### config.mk
export PLATFORM = sky130hd
export DESIGN_NAME = block_bitmap_allocator
export DESIGN_NICKNAME = d
export VERILOG_FILES = /design/src/rtl/bba_pkg.sv /design/src/rtl/bba_map_ram.sv /design/src/rtl/bba_scan_unit.sv /design/src/rtl/block_bitmap_allocator.sv
export SDC_FILE = /design/constraint.sdc
export NUM_CORES = 2
export LEC_CHECK = 0
export BUFFER_PORTS_ARGS = -buffer_cell sky130_fd_sc_hd__clkbuf_2
export CORE_MARGIN = 1.5
export CORE_UTILIZATION = 46
export DETAILED_ROUTE_END_ITERATION = 6
export SLEW_MARGIN = 20
export SYNTH_ARGS = -nofsm -noshare
export SYNTH_HDL_FRONTEND = slang
export SYNTH_SLANG_ARGS = --single-unit
### constraint.sdc
create_clock -name clk_i -period 12 [get_ports clk_i]
set_input_delay 2.4 -clock clk_i [delete_from_list [all_inputs] [get_ports clk_i]]
set_output_delay 2.4 -clock clk_i [all_outputs]
set_load 0.03 [all_outputs]
### src/rtl/bba_pkg.sv
// ----------------------------------------------------------------------------
// bba_pkg
// Shared widths, operation and status codes, and types of the block bitmap
// allocator.
// ----------------------------------------------------------------------------
`default_nettype none

package bba_pkg;

  localparam int unsigned MAX_BLOCKS = 4096;
  localparam int unsigned CNT_W      = $clog2(MAX_BLOCKS) + 1;
  localparam int unsigned IDX_W      = $clog2(MAX_BLOCKS);
  localparam int unsigned OPC_W      = 3;
  localparam int unsigned STS_W      = 2;

  // The map is held as 64-bit rows; block b is bit b[5:0] of row b[11:6].
  localparam int unsigned WORD_W     = 64;
  localparam int unsigned POS_W      = $clog2(WORD_W);
  localparam int unsigned ROWS       = MAX_BLOCKS / WORD_W;
  localparam int unsigned ROW_W      = IDX_W - POS_W;

  localparam logic [CNT_W-1:0] CNT_RESET = CNT_W'(MAX_BLOCKS);

  localparam logic [OPC_W-1:0] OP_QUERY = 3'd0;
  localparam logic [OPC_W-1:0] OP_MARK  = 3'd1;
  localparam logic [OPC_W-1:0] OP_FREE  = 3'd2;
  localparam logic [OPC_W-1:0] OP_FIND  = 3'd3;
  localparam logic [OPC_W-1:0] OP_ALLOC = 3'd4;

  localparam logic [STS_W-1:0] STS_OK      = 2'd0;
  localparam logic [STS_W-1:0] STS_RANGE   = 2'd1;
  localparam logic [STS_W-1:0] STS_NOSPACE = 2'd2;

  typedef struct packed {
    logic             found;
    logic [POS_W-1:0] pos;
  } scan_res_t;

  // Packed so that status lands in the lowest bits.
  typedef struct packed {
    logic [IDX_W-1:0] found_index;
    logic             used_flag;
    logic [STS_W-1:0] status;
  } result_t;

endpackage

`default_nettype wire

### src/rtl/bba_map_ram.sv
// ----------------------------------------------------------------------------
// bba_map_ram
// Bitmap store: one write port, one registered read port, and a valid bit per
// row so that a row never written reads as all free.
// ----------------------------------------------------------------------------
`default_nettype none

module bba_map_ram
  import bba_pkg::*;
(
  input  wire logic              clk_i,
  input  wire logic              rst_ni,
  input  wire logic              we_i,
  input  wire logic [ROW_W-1:0]  waddr_i,
  input  wire logic [WORD_W-1:0] wdata_i,
  input  wire logic [ROW_W-1:0]  raddr_i,
  output logic      [WORD_W-1:0] rdata_o
);

  logic [WORD_W-1:0] mem_q [ROWS];
  logic [ROWS-1:0]   valid_q;
  logic [WORD_W-1:0] rdata_q;
  logic              rvalid_q;

  always_ff @(posedge clk_i) begin
    if (we_i) begin
      mem_q[waddr_i] <= wdata_i;
    end
    rdata_q <= mem_q[raddr_i];
  end

  always_ff @(posedge clk_i or negedge rst_ni) begin
    if (!rst_ni) begin
      valid_q  <= '0;
      rvalid_q <= 1'b0;
    end else begin
      if (we_i) begin
        valid_q[waddr_i] <= 1'b1;
      end
      rvalid_q <= valid_q[raddr_i];
    end
  end

  assign rdata_o = rvalid_q ? rdata_q : '0;

endmodule

`default_nettype wire

### src/rtl/bba_scan_unit.sv
// ----------------------------------------------------------------------------
// bba_scan_unit
// Finds the lowest free block of one map row, limited to the blocks below
// the effective block count.
// ----------------------------------------------------------------------------
`default_nettype none

module bba_scan_unit
  import bba_pkg::*;
(
  input  wire logic [WORD_W-1:0] row_data_i,
  input  wire logic [ROW_W-1:0]  row_i,
  input  wire logic [CNT_W-1:0]  eff_count_i,
  output scan_res_t              res_o
);

  logic [CNT_W-POS_W-1:0] row_ext;
  logic [WORD_W-1:0]      limit;
  logic [WORD_W-1:0]      free_bits;

  assign row_ext = (CNT_W-POS_W)'(row_i);

  // Rows below the count's row are whole, the count's own row is partial.
  always_comb begin
    if (row_ext < eff_count_i[CNT_W-1:POS_W]) begin
      limit = '1;
    end else if (row_ext == eff_count_i[CNT_W-1:POS_W]) begin
      limit = (WORD_W'(1) << eff_count_i[POS_W-1:0]) - WORD_W'(1);
    end else begin
      limit = '0;
    end
  end

  assign free_bits = ~row_data_i & limit;

  always_comb begin
    res_o = '0;
    for (int i = WORD_W - 1; i >= 0; i--) begin
      if (free_bits[i]) begin
        res_o.found = 1'b1;
        res_o.pos   = POS_W'(i);
      end
    end
  end

endmodule

`default_nettype wire

### src/rtl/block_bitmap_allocator.sv
// Query, mark and free pass through the read and modify states to the result;
// find and allocate read and check the 64-bit map rows in turn, from 1 to 64
// of them. Out-of-range requests and unused opcodes go straight to the result.
// One item is in work at a time; the next input transfer can share the edge of
// the previous result transfer.
// Reset (rst_ni low, asynchronous) frees every block and sets the count to 4096.
// ----------------------------------------------------------------------------
// block_bitmap_allocator
// First-fit free block allocator over a used/free bitmap with query, mark,
// free, find and allocate operations.
// ----------------------------------------------------------------------------
`default_nettype none

module block_bitmap_allocator
  import bba_pkg::*;
(
  input  wire logic        clk_i,
  input  wire logic        rst_ni,
  // Configuration: block_count
  input  wire logic        cfg_valid_i,
  output logic             cfg_ready_o,
  input  wire logic [12:0] cfg_data_i,
  // Input items
  input  wire logic        s_axis_tvalid_i,
  output logic             s_axis_tready_o,
  input  wire logic [15:0] s_axis_tdata_i,   // [2:0] opcode, [14:3] block_index
  // Result items
  output logic             m_axis_tvalid_o,
  input  wire logic        m_axis_tready_i,
  output logic      [15:0] m_axis_tdata_o    // [1:0] status, [2] used_flag,
                                             // [14:3] found_index
);

  typedef enum logic [4:0] {
    S_IDLE   = 5'b00001,
    S_READ   = 5'b00010,
    S_SCAN   = 5'b00100,
    S_MODIFY = 5'b01000,
    S_RESP   = 5'b10000
  } state_e;

  state_e            state_q, state_d;
  logic [CNT_W-1:0]  count_q;
  logic [CNT_W-1:0]  eff_count;
  logic [OPC_W-1:0]  op_q, op_d;
  logic [IDX_W-1:0]  idx_q, idx_d;
  logic [ROW_W-1:0]  row_q, row_d;
  result_t           res_q, res_d;
  result_t           out_q;
  logic              out_valid_q;
  logic              load_out;

  logic [OPC_W-1:0]  in_op;
  logic [IDX_W-1:0]  in_idx;
  logic              s_fire;

  logic              mem_we;
  logic [WORD_W-1:0] mem_wdata;
  logic [ROW_W-1:0]  mem_raddr;
  logic [WORD_W-1:0] mem_rdata;
  logic [WORD_W-1:0] bit_sel;
  scan_res_t         scan;
  logic              last_row;
  logic              is_search;

  assign eff_count = (count_q > CNT_RESET) ? CNT_RESET : count_q;

  assign in_op  = s_axis_tdata_i[OPC_W-1:0];
  assign in_idx = s_axis_tdata_i[OPC_W+IDX_W-1:OPC_W];

  assign s_axis_tready_o = (state_q == S_IDLE);
  assign s_fire          = s_axis_tvalid_i & s_axis_tready_o;
  assign cfg_ready_o     = 1'b1;

  assign is_search = (op_q == OP_FIND) || (op_q == OP_ALLOC);

  // While scanning, the next row is read ahead so that one row is checked
  // every cycle.
  assign mem_raddr = (state_q == S_SCAN) ? row_q + ROW_W'(1) : row_q;

  bba_map_ram u_map_ram (
    .clk_i   (clk_i),
    .rst_ni  (rst_ni),
    .we_i    (mem_we),
    .waddr_i (row_q),
    .wdata_i (mem_wdata),
    .raddr_i (mem_raddr),
    .rdata_o (mem_rdata)
  );

  bba_scan_unit u_scan_unit (
    .row_data_i  (mem_rdata),
    .row_i       (row_q),
    .eff_count_i (eff_count),
    .res_o       (scan)
  );

  assign last_row = (row_q == ROW_W'(ROWS - 1))
                 || ((CNT_W-POS_W)'(row_q) >= eff_count[CNT_W-1:POS_W]);

  always_comb begin
    state_d   = state_q;
    op_d      = op_q;
    idx_d     = idx_q;
    row_d     = row_q;
    res_d     = res_q;
    mem_we    = 1'b0;
    mem_wdata = mem_rdata;
    bit_sel   = WORD_W'(1) << idx_q[POS_W-1:0];
    load_out  = 1'b0;

    case (state_q)
      S_IDLE: begin
        if (s_fire) begin
          op_d  = in_op;
          idx_d = in_idx;
          res_d = '0;
          if (in_op == OP_QUERY || in_op == OP_MARK || in_op == OP_FREE) begin
            if ({1'b0, in_idx} >= eff_count) begin
              res_d.status = STS_RANGE;
              state_d      = S_RESP;
            end else begin
              row_d   = in_idx[IDX_W-1:POS_W];
              state_d = S_READ;
            end
          end else if (in_op == OP_FIND || in_op == OP_ALLOC) begin
            row_d   = '0;
            state_d = S_READ;
          end else begin
            state_d = S_RESP;
          end
        end
      end
      S_READ: begin
        state_d = is_search ? S_SCAN : S_MODIFY;
      end
      S_MODIFY: begin
        if (op_q == OP_QUERY) begin
          res_d.used_flag = |(mem_rdata & bit_sel);
        end else begin
          mem_we    = 1'b1;
          mem_wdata = (op_q == OP_MARK) ? (mem_rdata | bit_sel) : (mem_rdata & ~bit_sel);
        end
        state_d = S_RESP;
      end
      S_SCAN: begin
        if (scan.found) begin
          res_d.found_index = {row_q, scan.pos};
          if (op_q == OP_ALLOC) begin
            mem_we    = 1'b1;
            mem_wdata = mem_rdata | (WORD_W'(1) << scan.pos);
          end
          state_d = S_RESP;
        end else if (last_row) begin
          res_d.status = STS_NOSPACE;
          state_d      = S_RESP;
        end else begin
          row_d = row_q + ROW_W'(1);
        end
      end
      S_RESP: begin
        if (!out_valid_q || m_axis_tready_i) begin
          load_out = 1'b1;
          state_d  = S_IDLE;
        end
      end
      default: begin
        state_d = S_IDLE;
      end
    endcase
  end

  always_ff @(posedge clk_i or negedge rst_ni) begin
    if (!rst_ni) begin
      state_q     <= S_IDLE;
      count_q     <= CNT_RESET;
      out_valid_q <= 1'b0;
    end else begin
      state_q <= state_d;
      if (cfg_valid_i && cfg_ready_o) begin
        count_q <= cfg_data_i;
      end
      if (load_out) begin
        out_valid_q <= 1'b1;
      end else if (m_axis_tready_i) begin
        out_valid_q <= 1'b0;
      end
    end
  end

  always_ff @(posedge clk_i) begin
    op_q  <= op_d;
    idx_q <= idx_d;
    row_q <= row_d;
    res_q <= res_d;
    if (load_out) begin
      out_q <= res_q;
    end
  end

  assign m_axis_tvalid_o = out_valid_q;
  assign m_axis_tdata_o  = {1'b0, out_q};

`ifndef ASSERT_OFF
  // The input is not ready in the cycle after an accepted item.
  a_busy_after_accept: assert property (@(posedge clk_i) disable iff (!rst_ni)
    s_fire |=> !s_axis_tready_o)
    else $error("input accepted back to back");

  // The map is only written while an item is in work.
  a_no_idle_write: assert property (@(posedge clk_i) disable iff (!rst_ni)
    mem_we |-> (state_q == S_MODIFY || state_q == S_SCAN))
    else $error("map written outside an operation");

  // No-space is reported only by the search operations.
  a_nospace_search: assert property (@(posedge clk_i) disable iff (!rst_ni)
    (load_out && res_q.status == STS_NOSPACE) |-> is_search)
    else $error("no-space status on a non-search operation");

  // A found block always lies below the effective count.
  a_found_in_range: assert property (@(posedge clk_i) disable iff (!rst_ni)
    (state_q == S_SCAN && scan.found)
      |-> ({1'b0, row_q, scan.pos} < eff_count))
    else $error("search found a block beyond the count");
`endif

endmodule

`default_nettype wire

==> flow_summary.toml <==
[route]
dr.first_iter.drc_count = 12300
first_pass_iters = 7
num_vias = 84400
drtAntennaViolNets = 0
vias_per_cell = 6.51
post_drt_wl_per_cell_um = 38.7
postRouteWirelength_mm = 502
drc = 7

[cts]
clkTransAtPathRegs_ps = 60
cts_resized = 0
cts_setup_buffers = 0
cts_root_buf = "clkbuf_16"
cts_hold_buf = 0
clk_latency_ps = 1000
cts-htree-levels = 5
cts_tree = "built"
cts_made_buffers = 432
clock_path_buffers = 4
cts.sinks = 4289

[global_routing]
gr-total-overflow = 0
grt_start_max_net_pins = 137
grt_usage = 0.269
grt_antenna_before_repair = 34
grt_pass1_wl_mm = 689
grt_pass1_vias = 83600

[timing]
fin_crit_sh = 0.699
max_freq_mhz = 119
skew_ps = 75.6
setup_viol = 0
final_hold_viol_count = 0
tns_ps = 0
fin_crit_ps = 8390
slew_viol_final = 0
worst_pin_slew_ps = 1190
rsz0062_at_grt = "false"
timing.slew.headroom = 0.204

[layout]
final_layout_size_suffix_gt1_frac = 0.312
nets = 7838
fin_cells = 13000
area_growth_pct = 13.1

[place]
dp_hpwl_mm = 276
place_congestion = 0.971
io_buffers = 49
dp.cells = 12200

[floorplan]
die_y_um = 609
die_x_um = 609
core_area_um2 = 366000
ios = 53
start_util = 0.462
rows = 222
die-area_um2 = 371000

[power_and_ir_drop]
netSwitchingPower_w = 0.00807
p_per_area_nw_per_um2 = 174
p_comb_frac = 0.110
p_seq_frac = 0.496
clkPwrFrac = 0.395
peakVddDrop_v = 0.000162
p_leak_nw = 49.4
p_int_w = 0.0251
p_sw_frac = 0.243

[yosys]
yosysTopAreaCellShare = 0.737
netlist_top_cells_area = "edfxtp_1, mux4_2, dfrtp_1, dfxtp_1, clkbuf_1"
synth.largest_area_cell = "edfxtp_1"
synthDistinctLibCells = 115
synthArstFlopShare = 0.0196
synth_most_common_cell = "edfxtp_1"
syn_area_per_cell_um2 = 22.6
postSynthCellCount = 7454
ys_seq_elements = 4289
synthTopCellsByCount = "edfxtp_1, mux4_2, clkbuf_1, nand2_1, a21oi_1"
syn_nets = 7508
synth-warning-count = 0
syn-cell-area_um2 = 169000
yosysSeqAreaShare = 0.757
synth_edf_count = 4141
ys.flop_type = "edfxtp_1"

[setup_path]
ff2ff_path_depth = 18
worstPathMaxFanout = 61
critPathCaptureType = "register"
path_class = "register to register"
critPathArrivalTime_ps = 8960
crit_required_ps = 12570
critPathLaunchType = "register"

[min_path]
hold_class = "register to register"
hold_depth = 0

[run_status]
failed_checks = "DRC"
outcome = "finished with violations"

[job]
drv_cap = 0
## cell type report
class,instances,area [um2]
antenna,10,25.0
clock buffer,578,11600
inverter,18,67.6
sequential,4289,128000
clock inverter,220,2080
tap,4816,6030
fill,28000,175000
timing repair buffer,350,2970
multi-input combinational,2693,40400
## cells in the final DEF (no fill, tap or decap), types with 20 or more instances in the layout
| cell | Yosys | final |
|---|---|---|
| o21ai_4 | 1 | 31 |
| edfxtp_1 | 4141 | 4141 |
| clkbuf_2 | 1 | 48 |
| dfxtp_1 | 64 | 64 |
| o211ai_1 | 21 | 21 |
| a31o_2 | 25 | 25 |
| buf_12 | 0 | 30 |
| nand4_1 | 23 | 23 |
| nor3_2 | 2 | 47 |
| and2_1 | 21 | 21 |
| clkinv_2 | 0 | 65 |
| nand2_1 | 166 | 164 |
| nor2_4 | 0 | 23 |
| mux4_2 | 1365 | 1365 |
| nand2b_1 | 28 | 25 |
| o31ai_4 | 0 | 30 |
| a21oi_1 | 146 | 146 |
| nor3_1 | 89 | 44 |
| o21ai_0 | 90 | 62 |
| dfrtp_1 | 82 | 81 |
| nor2b_1 | 21 | 20 |
| bufinv_16 | 0 | 26 |
| nand3_1 | 54 | 53 |
| a31oi_1 | 46 | 46 |
| clkbuf_1 | 275 | 124 |
| clkinv_1 | 0 | 89 |
| ha_1 | 20 | 20 |
| clkbuf_16 | 0 | 436 |
| buf_4 | 7 | 267 |
| o21bai_1 | 28 | 28 |
| nor2_1 | 121 | 97 |
## final timing paths
kind	start	endpoint	slack (ps)
max	count_q[12]	u_map_ram.mem_q[35][61]	3610
min	res_q[11]	m_axis_tdata_o[11]	420
max reg2reg	count_q[12]	u_map_ram.mem_q[35][61]	3610
min reg2reg	res_q[11]	m_axis_tdata_o[11]	420
max in group asynchronous	rst_ni	u_map_ram.rvalid_q	9810
min in group asynchronous	rst_ni	m_axis_tvalid_o	1470
## sequential cells by signal, summed over array words and instances (netlist names)
name,count
u_map_ram.rdata_q,64
u_map_ram.rvalid_q,1
row_q,6
u_map_ram.valid_q,64
count_q,13
m_axis_tdata_o,15
m_axis_tvalid_o,1
idx_q,6
u_map_ram.mem_q,4096
state_q,5
res_q,15
op_q,3
## kinds of logic after synthesis
group           synth area share
simple gates              0.0216
compound gates            0.0246
flops                      0.757
buf+inv                   0.0114
mux                        0.183
fa+ha+maj                0.00148
other cells            0.0000445
xor+xnor                0.000830
## worst max-delay path: stages (launching register included)
cell and delay (ps):
dfstp_2 510, buf_4 560, inv_1 380, nand2_1 200, ha_1 290, a211oi_1 400, or3_1 500, nand2_1 600
a221oi_1 730, nor4_1 190, and3_1 280, nand4_1 310, nor4_4 160, o21ai_2 310, nand2_2 80, buf_4 300
nor2_4 510, buf_4 790, buf_4 750
## layer usage
metal,GRT usage,part of all wire,up-vias
met5,0,0.000040,-
met4,0.0856,0.036,2
met3,0.0432,0.087,699
met2,0.417,0.47,4319
met1,0.395,0.41,46600
li1,-,-,32800
## power groups by stage
stage | registers [W] | logic [W] | clock network [W]
final | 0.0164 | 0.00364 | 0.0131
after global routing | 0.0164 | 0.00383 | 0.0138
after CTS | 0.0164 | 0.00367 | 0.0133
after detailed placement | 0.0167 | 0.00367 | 0
after global placement | 0.0167 | 0.00367 | 0
after floorplan | 0.0166 | 0.00255 | 0
## through the flow
step                instance area (um2)  setup WS, ps  power, W  hold slack (ps)   util
global placement                 177000          3800    0.0204              408  0.484
CTS                              191000          3700    0.0334              418  0.522
global route                     191000          3370    0.0341              434  0.522
finish                           191000          3610    0.0331              416  0.522
floorplan                        169000          2660    0.0192              400      -
detailed placement               177000          3740    0.0204              405  0.485
(Power assumes the default switching activity.)
